[src/adsr_pkg.sv]
// Shared types and constants for the ADSR envelope generator.
package adsr_pkg;

  localparam int VOICES   = 8;
  localparam int VOICE_AW = (VOICES > 1) ? $clog2(VOICES) : 1;

  localparam int VOICE_W  = 3;
  localparam int LEVEL_W  = 24;
  localparam int RATE_W   = 25;
  localparam int ENTRY_W  = LEVEL_W + 1;
  localparam int PROD_W   = 2 * RATE_W;
  localparam int CFG_IDX_W = 3;

  localparam logic [LEVEL_W-1:0] ONE_Q23    = 24'd8388608;
  localparam logic [LEVEL_W-1:0] MAX_LEVEL  = 24'd10485760;
  localparam logic [LEVEL_W-1:0] SUSTAIN_RST = 24'd4194304;
  localparam logic [RATE_W-1:0]  ONE_Q24    = 25'd16777216;
  localparam logic [RATE_W-1:0]  HALF_Q24   = 25'd8388608;

  typedef enum logic [CFG_IDX_W-1:0] {
    CFG_ATTACK_RATE   = 3'd0,
    CFG_DECAY_RATE    = 3'd1,
    CFG_SUSTAIN_LEVEL = 3'd2,
    CFG_RELEASE_RATE  = 3'd3,
    CFG_CURVED        = 3'd4
  } cfg_reg_e;

  typedef enum logic [2:0] {
    S_IDLE,
    S_READ,
    S_MUL1,
    S_MUL2,
    S_MUL3,
    S_WRITE
  } state_e;

endpackage

[src/adsr_ram.sv]
// Generic single-port-write, single-port-read RAM with registered read data.
module adsr_ram #(
  parameter int WIDTH = 8,
  parameter int DEPTH = 8,
  localparam int AW = (DEPTH > 1) ? $clog2(DEPTH) : 1
) (
  input  logic             clk_i,
  input  logic             we_i,
  input  logic [AW-1:0]    waddr_i,
  input  logic [WIDTH-1:0] wdata_i,
  input  logic             re_i,
  input  logic [AW-1:0]    raddr_i,
  output logic [WIDTH-1:0] rdata_o
);

  logic [WIDTH-1:0] mem_q [DEPTH];
  logic [WIDTH-1:0] rdata_q;

  always_ff @(posedge clk_i) begin
    if (we_i) begin
      mem_q[waddr_i] <= wdata_i;
    end
    if (re_i) begin
      rdata_q <= mem_q[raddr_i];
    end
  end

  assign rdata_o = rdata_q;

endmodule

[src/adsr_envelope_generator.sv]
// Bank of exponential ADSR envelopes, one voice advanced by one sample tick per item.
// Each item names a voice, an optional retrigger that enters attack first, and a gate.
// The envelope state of every voice (24-bit Q1.23 level and an attack flag) sits in a
// RAM with registered read data; each item is read, updated and written back before
// the next item is taken. All products run through one shared 25x25 multiplier: an
// attack tick makes one multiplier pass and a decay or release tick makes three,
// between the RAM read and the write back, and the FSM returns to idle before the next
// item is taken. A finished item waits in the output register, and the next item may
// be accepted while it waits. After reset every voice reads as level 0, not attacking,
// through per-voice valid bits; no clearing pass is needed. Registers are written
// through the configuration port, which is always ready.
module adsr_envelope_generator import adsr_pkg::*; (
  input  logic                 clk_i,
  input  logic                 rst_ni,
  input  logic                 cfg_valid_i,
  output logic                 cfg_ready_o,
  input  logic [CFG_IDX_W-1:0] cfg_index_i,
  input  logic [RATE_W-1:0]    cfg_data_i,
  input  logic                 in_valid_i,
  output logic                 in_stall_o,
  input  logic [VOICE_W-1:0]   voice_i,
  input  logic                 retrigger_i,
  input  logic                 gate_i,
  output logic                 out_valid_o,
  input  logic                 out_stall_i,
  output logic [VOICE_W-1:0]   voice_out_o,
  output logic [LEVEL_W-1:0]   level_o,
  output logic                 attacking_o
);

  logic [RATE_W-1:0]  attack_rate_q;
  logic [RATE_W-1:0]  decay_rate_q;
  logic [LEVEL_W-1:0] sustain_q;
  logic [RATE_W-1:0]  release_rate_q;
  logic               curved_q;

  state_e state_q, state_d;

  logic [VOICE_W-1:0]  voice_q;
  logic                trig_q;
  logic                gate_q;
  logic [LEVEL_W-1:0]  lvl_q, lvl_d;
  logic                att_q, att_d;
  logic [LEVEL_W-1:0]  mag_q, mag_d;
  logic                neg_q, neg_d;
  logic [PROD_W-1:0]   prod_q, prod_d;
  logic [VOICES-1:0]   valid_q;

  logic                out_valid_q;
  logic [VOICE_W-1:0]  out_voice_q;
  logic [LEVEL_W-1:0]  out_level_q;
  logic                out_att_q;

  logic                in_acc;
  logic                in_range;
  logic [VOICE_AW-1:0] vaddr;
  logic [ENTRY_W-1:0]  rd_data;
  logic                ram_we;
  logic [ENTRY_W-1:0]  ram_wdata;
  logic                mul_en;
  logic [RATE_W-1:0]   mul_a;
  logic [RATE_W-1:0]   mul_b;
  logic                out_free;
  logic                out_load;
  logic                attack_mode;

  logic [LEVEL_W-1:0]  rd_lvl;
  logic                rd_att;
  logic [RATE_W-1:0]   shape_w;
  logic [RATE_W-1:0]   shape_rate;
  logic [PROD_W-24:0]  term;
  logic [RATE_W-1:0]   factor;
  logic [RATE_W+1:0]   att_sum;
  logic [LEVEL_W-1:0]  prod_p;
  logic [RATE_W-1:0]   decay_res;
  logic [LEVEL_W-1:0]  new_lvl;
  logic                new_att;

  // Configuration registers.
  assign cfg_ready_o = 1'b1;

  always_ff @(posedge clk_i or negedge rst_ni) begin
    if (!rst_ni) begin
      attack_rate_q  <= '0;
      decay_rate_q   <= '0;
      sustain_q      <= SUSTAIN_RST;
      release_rate_q <= '0;
      curved_q       <= 1'b0;
    end else if (cfg_valid_i && cfg_ready_o) begin
      unique case (cfg_reg_e'(cfg_index_i))
        CFG_ATTACK_RATE:   attack_rate_q  <= cfg_data_i;
        CFG_DECAY_RATE:    decay_rate_q   <= cfg_data_i;
        CFG_SUSTAIN_LEVEL: sustain_q      <= cfg_data_i[LEVEL_W-1:0];
        CFG_RELEASE_RATE:  release_rate_q <= cfg_data_i;
        CFG_CURVED:        curved_q       <= cfg_data_i[0];
        default: ;
      endcase
    end
  end

  assign in_stall_o = (state_q != S_IDLE);
  assign in_acc     = in_valid_i && !in_stall_o;
  assign in_range   = (32'(voice_q) < VOICES);
  assign vaddr      = VOICE_AW'(voice_q);

  adsr_ram #(
    .WIDTH (ENTRY_W),
    .DEPTH (VOICES)
  ) u_ram (
    .clk_i   (clk_i),
    .we_i    (ram_we),
    .waddr_i (vaddr),
    .wdata_i (ram_wdata),
    .re_i    (in_acc),
    .raddr_i (VOICE_AW'(voice_i)),
    .rdata_o (rd_data)
  );

  // A voice that was never written reads as level zero and, unless retriggered, not attacking.
  assign rd_lvl = valid_q[vaddr] ? rd_data[LEVEL_W-1:0] : '0;
  assign rd_att = (valid_q[vaddr] && rd_data[LEVEL_W]) || trig_q;

  assign attack_mode = gate_q && att_q;
  assign shape_rate  = gate_q ? decay_rate_q : release_rate_q;
  assign shape_w     = curved_q ? prod_q[RATE_W+22:23] : {1'b0, ONE_Q23};
  assign term        = prod_q[PROD_W-1:23];
  assign factor      = (term >= (PROD_W-23)'(HALF_Q24)) ? HALF_Q24
                       : RATE_W'((PROD_W-23)'(ONE_Q24) - term);

  assign att_sum   = (RATE_W+2)'(lvl_q) + (RATE_W+2)'(prod_q[PROD_W-1:24]);
  assign prod_p    = prod_q[LEVEL_W+23:24];
  assign decay_res = neg_q ? ({1'b0, sustain_q} - {1'b0, prod_p})
                           : ({1'b0, sustain_q} + {1'b0, prod_p});

  always_comb begin
    new_lvl = prod_p;
    new_att = att_q;
    if (attack_mode) begin
      if (att_sum >= (RATE_W+2)'(ONE_Q23)) begin
        new_lvl = ONE_Q23;
        new_att = 1'b0;
      end else begin
        new_lvl = att_sum[LEVEL_W-1:0];
      end
    end else if (gate_q) begin
      new_lvl = (decay_res > {1'b0, MAX_LEVEL}) ? MAX_LEVEL : decay_res[LEVEL_W-1:0];
    end
  end

  assign ram_wdata = {new_att, new_lvl};
  assign out_free  = !out_valid_q || !out_stall_i;

  always_comb begin
    state_d  = state_q;
    lvl_d    = lvl_q;
    att_d    = att_q;
    mag_d    = mag_q;
    neg_d    = neg_q;
    mul_en   = 1'b0;
    mul_a    = '0;
    mul_b    = '0;
    ram_we   = 1'b0;
    out_load = 1'b0;
    unique case (state_q)
      S_IDLE: begin
        if (in_acc) begin
          state_d = S_READ;
        end
      end
      S_READ: begin
        lvl_d = rd_lvl;
        att_d = rd_att;
        neg_d = rd_lvl < sustain_q;
        if (!gate_q) begin
          mag_d = rd_lvl;
        end else if (rd_lvl < sustain_q) begin
          mag_d = sustain_q - rd_lvl;
        end else begin
          mag_d = rd_lvl - sustain_q;
        end
        state_d = in_range ? S_MUL1 : S_WRITE;
      end
      S_MUL1: begin
        mul_en = 1'b1;
        if (attack_mode) begin
          mul_a   = attack_rate_q;
          mul_b   = {1'b0, MAX_LEVEL - lvl_q};
          state_d = S_WRITE;
        end else begin
          mul_a   = {1'b0, mag_q};
          mul_b   = {1'b0, mag_q};
          state_d = S_MUL2;
        end
      end
      S_MUL2: begin
        mul_en  = 1'b1;
        mul_a   = shape_rate;
        mul_b   = shape_w;
        state_d = S_MUL3;
      end
      S_MUL3: begin
        mul_en  = 1'b1;
        mul_a   = {1'b0, mag_q};
        mul_b   = factor;
        state_d = S_WRITE;
      end
      S_WRITE: begin
        if (out_free) begin
          out_load = 1'b1;
          ram_we   = in_range;
          state_d  = S_IDLE;
        end
      end
      default: state_d = S_IDLE;
    endcase
  end

  assign prod_d = PROD_W'(mul_a) * PROD_W'(mul_b);

  always_ff @(posedge clk_i or negedge rst_ni) begin
    if (!rst_ni) begin
      state_q     <= S_IDLE;
      valid_q     <= '0;
      out_valid_q <= 1'b0;
    end else begin
      state_q <= state_d;
      if (ram_we) begin
        valid_q[vaddr] <= 1'b1;
      end
      if (out_load) begin
        out_valid_q <= 1'b1;
      end else if (!out_stall_i) begin
        out_valid_q <= 1'b0;
      end
    end
  end

  always_ff @(posedge clk_i) begin
    if (in_acc) begin
      voice_q <= voice_i;
      trig_q  <= retrigger_i;
      gate_q  <= gate_i;
    end
    lvl_q <= lvl_d;
    att_q <= att_d;
    mag_q <= mag_d;
    neg_q <= neg_d;
    if (mul_en) begin
      prod_q <= prod_d;
    end
    if (out_load) begin
      out_voice_q <= voice_q;
      out_level_q <= in_range ? new_lvl : '0;
      out_att_q   <= in_range && new_att;
    end
  end

  assign out_valid_o = out_valid_q;
  assign voice_out_o = out_voice_q;
  assign level_o     = out_level_q;
  assign attacking_o = out_att_q;

endmodule

[config.mk]
export PLATFORM = sky130hd
export DESIGN_NAME = adsr_envelope_generator
export DESIGN_NICKNAME = d
export VERILOG_FILES = /design/src/adsr_pkg.sv /design/src/adsr_ram.sv /design/src/adsr_envelope_generator.sv
export SDC_FILE = /design/constraint.sdc
export NUM_CORES = 2
export LEC_CHECK = 0
export CAP_MARGIN = 0
export CORE_UTILIZATION = 65
export DETAILED_ROUTE_END_ITERATION = 10
export DONT_BUFFER_PORTS = 1
export PLACE_DENSITY = 0.9
export SLEW_MARGIN = 40
export SYNTH_ARGS = -nofsm -noshare
export SYNTH_HDL_FRONTEND = slang
export SYNTH_HIERARCHICAL = 1
export SYNTH_SLANG_ARGS = --single-unit
export TNS_END_PERCENT = 10
[constraint.sdc]
create_clock -name clk_i -period 10.3 [get_ports clk_i]
set_input_delay 2.06 -clock clk_i [delete_from_list [all_inputs] [get_ports clk_i]]
set_output_delay 2.06 -clock clk_i [all_outputs]
set_load 0.005 [all_outputs]
==> impl_metrics.json <==
{
  "status": "finished clean",
  "dpl_cell_area_um2": 45900,
  "final_common_cell": "inv_1",
  "top_usage_layer": "met2",
  "synth_area_um2": 44700,
  "dp_hpwl_mm": 109,
  "slew_headroom": 0.385,
  "grt_use_met3": 0.145,
  "synth-edff-count": 335,
  "io_pins": 69,
  "final_cell_mix": "inv_1, nand2_1, fa_1, edfxtp_1, nor2_1",
  "synth-seq-area-share": 0.288,
  "grtUsageTotal": 0.423,
  "route.detailed.drc": 0,
  "cts_hold_buf": 0,
  "irDropWorstVdd_mv": 0.221,
  "yosysWarnings": 6,
  "clk_path_buf_depth": 3,
  "dr.pass1.iters": 9,
  "rsz0062_at_grt": "false",
  "p_per_area_nw_per_um2": 291,
  "layout_min_cycle_time_ps": 9860,
  "nFillCells": 4589,
  "drive_above_1_share": 0.0922,
  "yosys_register_bits": 447,
  "p_clk_frac": 0.120,
  "core_um2": 67600,
  "worstSkewPairLatency_ps": 620,
  "finalWirelength_mm": 146,
  "cts.sinks": 447,
  "wl_per_cell_um": 27.7,
  "multi_input_area_um2": 28300,
  "ys.flop_type": "edfxtp_1",
  "cp-start-kind": "flip-flop",
  "antenna_found_initial": 5,
  "min_path_type": "reg -> reg",
  "syn_inst": 4410,
  "synth.net_count": 5257,
  "drtIter0Drc": 4974,
  "p_comb_frac": 0.646,
  "total_leakage_power_nw": 21.1,
  "final_max_slew_viol_count": 0,
  "yosys.area.top_type_share": 0.237,
  "die_h_um": 264,
  "syn_area_per_cell_um2": 10.1,
  "grt_use_met1": 0.521,
  "vias": 35500,
  "switchingPower_mw": 7.30,
  "max_stage_delay_ps": 550,
  "grt_max_degree": 113,
  "globalplace.congestion": 1.06,
  "cpMaxStageDelayCell": "o221a_2",
  "cp.required_ps": 10640,
  "worstMarginPinSlew_ps": 923,
  "fin_tns_setup_ps": 0,
  "antenna_left": 0,
  "dieArea_um2": 69800,
  "clk_pin_slew_ps": 70,
  "portBuffers": 0,
  "grt_first_pass_wirelength_mm": 218,
  "start_util": 0.661,
  "fmax_mhz": 101,
  "nNetsFinal": 5207,
  "end_kind": "flip-flop",
  "cts_buffers": 46,
  "grtUsageMet2": 0.633,
  "finalCritPeriodShare": 0.957,
  "synthArstFlopShare": 0.251,
  "clock_skew_ps": 34.4,
  "yosys.area.top_type": "fa_1",
  "stdcell_area_um2": 47400,
  "worst-path-max-fanout": 15,
  "die_x_um": 264,
  "cellInternalPower_mw": 6.49,
  "regArea_um2": 12900,
  "switching_share": 0.529,
  "detail_route.vias_per_cell": 6.72,
  "syn_to_final_growth_pct": 6.17,
  "synthTopCellsByArea": "fa_1, edfxtp_1, ha_1",
  "htreeDepth": 2,
  "synth_cell_type_count": 100,
  "finalSetupViolCount": 0,
  "finalHoldViolations": 0,
  "cts_root_buffer": "clkbuf_16",
  "criticalPathCategory": "reg -> reg",
  "cap_violations": 0,
  "pwr-share-seq": 0.233,
  "grt_pass1_vias": 36400,
  "num_rows": 95,
  "gr-total-overflow": 0,
  "cts_tree": "done",
  "cp.arrival_ps": 10200
}
==> state kept, by name, summed over array words and instances, names as in the netlist, 3 cells and up <==
| signal | flops |
|---|---|
| attack_rate_q | 25 |
| lvl_q | 24 |
| state_q | 3 |
| prod_q | 27 |
| vaddr | 3 |
| level_o | 24 |
| mag_q | 24 |
| release_rate_q | 25 |
| sustain_q | 24 |
| u_ram/rdata_o | 25 |
| decay_rate_q | 25 |
| voice_out_o | 3 |
| valid_q | 8 |
| u_ram/mem_q | 200 |
==> path summary, 6_finish.rpt <==
kind / slack, ps / endpoint / startpoint / cells after the start
max: 440 / prod_q[43] / lvl_q[1] / 35
min: 470 / valid_q[6] / valid_q[6] / 1
max reg2reg: 440 / prod_q[43] / lvl_q[1] / 35
min reg2reg: 470 / valid_q[6] / valid_q[6] / 1
max in group asynchronous: 8840 / attack_rate_q[3] / rst_ni / 0
min in group asynchronous: 1140 / valid_q[6] / rst_ni / 0
==> layer usage <==
layer  wire length [µm]  vias to the layer above
met2              62600                     2845
met5                 22                        -
met1              49800                    17200
met4              12700                        4
met3              21100                      894
li1                   -                    14500
==> cell type report <==
| class | count | area share |
|---|---|---|
| Inverter | 739 | 0.0585 |
| Antenna cell | 7 | 0.000369 |
| Clock buffer | 58 | 0.0254 |
| Clock inverter | 24 | 0.00488 |
| Multi-Input combinational cell | 3002 | 0.597 |
| Sequential cell | 447 | 0.271 |
| Tap cell | 873 | 0.0230 |
| Timing Repair Buffer | 124 | 0.0196 |
==> worst max-delay path: cells and delay by family, from the launching register on <==
kind                       cells  cell delay, ps
AOI/OAI and AO/OA             10            2810
and+or+nand+nor                7            1630
adders and majority gates      9            3960
DFF                            1             420
xor gates and xnor gates       2             310
buffers and inverters          7             430
==> stage by stage <==
stage / utilization / worst slack (ps) / hold slack [ps] / power [mW] / instances
after floorplan: - / 1440 / 428 / 8.64 / 4410
after global placement: 0.678 / 855 / 440 / 11.3 / 5182
after detailed placement: 0.678 / 610 / 452 / 11.5 / 5182
after CTS: 0.699 / 563 / 471 / 13.3 / 5264
after global routing: 0.701 / 27.0 / 496 / 14.4 / 5267
final: 0.701 / 442 / 471 / 13.8 / 5274
==> power by group through the flow <==
stage / Sequential (mW) / Clock (mW) / Combinational, mW
floorplan: 2.85 / 0 / 5.78
global placement: 3.17 / 0 / 8.13
detailed placement: 3.19 / 0 / 8.35
CTS: 3.16 / 1.66 / 8.46
global route: 3.20 / 1.72 / 9.44
finish: 3.22 / 1.66 / 8.91
==> cell usage after synthesis (9+ instances only) <==
library cell / instances
a221o_1: 30
nor3_1: 44
a22oi_1: 17
a21o_1: 64
nor2b_1: 19
o21ai_1: 9
o21bai_1: 29
or3_1: 11
buf_2: 12
nand3_1: 29
xor2_1: 44
o21ai_0: 129
a21boi_0: 9
a31oi_1: 28
dfrtp_1: 111
inv_1: 737
nor2_1: 333
o221ai_1: 18
clkbuf_1: 176
a21oi_1: 188
mux2i_1: 47
fa_1: 529
nand4_1: 25
nand2_1: 563
edfxtp_1: 335
nand2b_1: 25
nor4_1: 13
xnor2_1: 90
ha_1: 280
mux4_1: 50
o21a_1: 23
nor2_2: 10
mux2_2: 109
a221oi_1: 24
buf_1: 11
and2_1: 37
buf_6: 9
and3_1: 18
==> logic make-up after synthesis <==
family,share of synthesized area
compound gates,0.103
xor+xnor,0.0263
simple gates,0.115
buf+inv,0.0849
flops,0.288
mux,0.0674
fa+ha+maj,0.315
other cells,0.0000839
==> what timing repair did <==
| action | in CTS | in global routing |
|---|---|---|
| endpoints found under the setup margin | 0 | 1 |
| resized for setup | 0 | 1 |
| buffers inserted | 0 | 0 |
(Power assumes the default switching activity.)
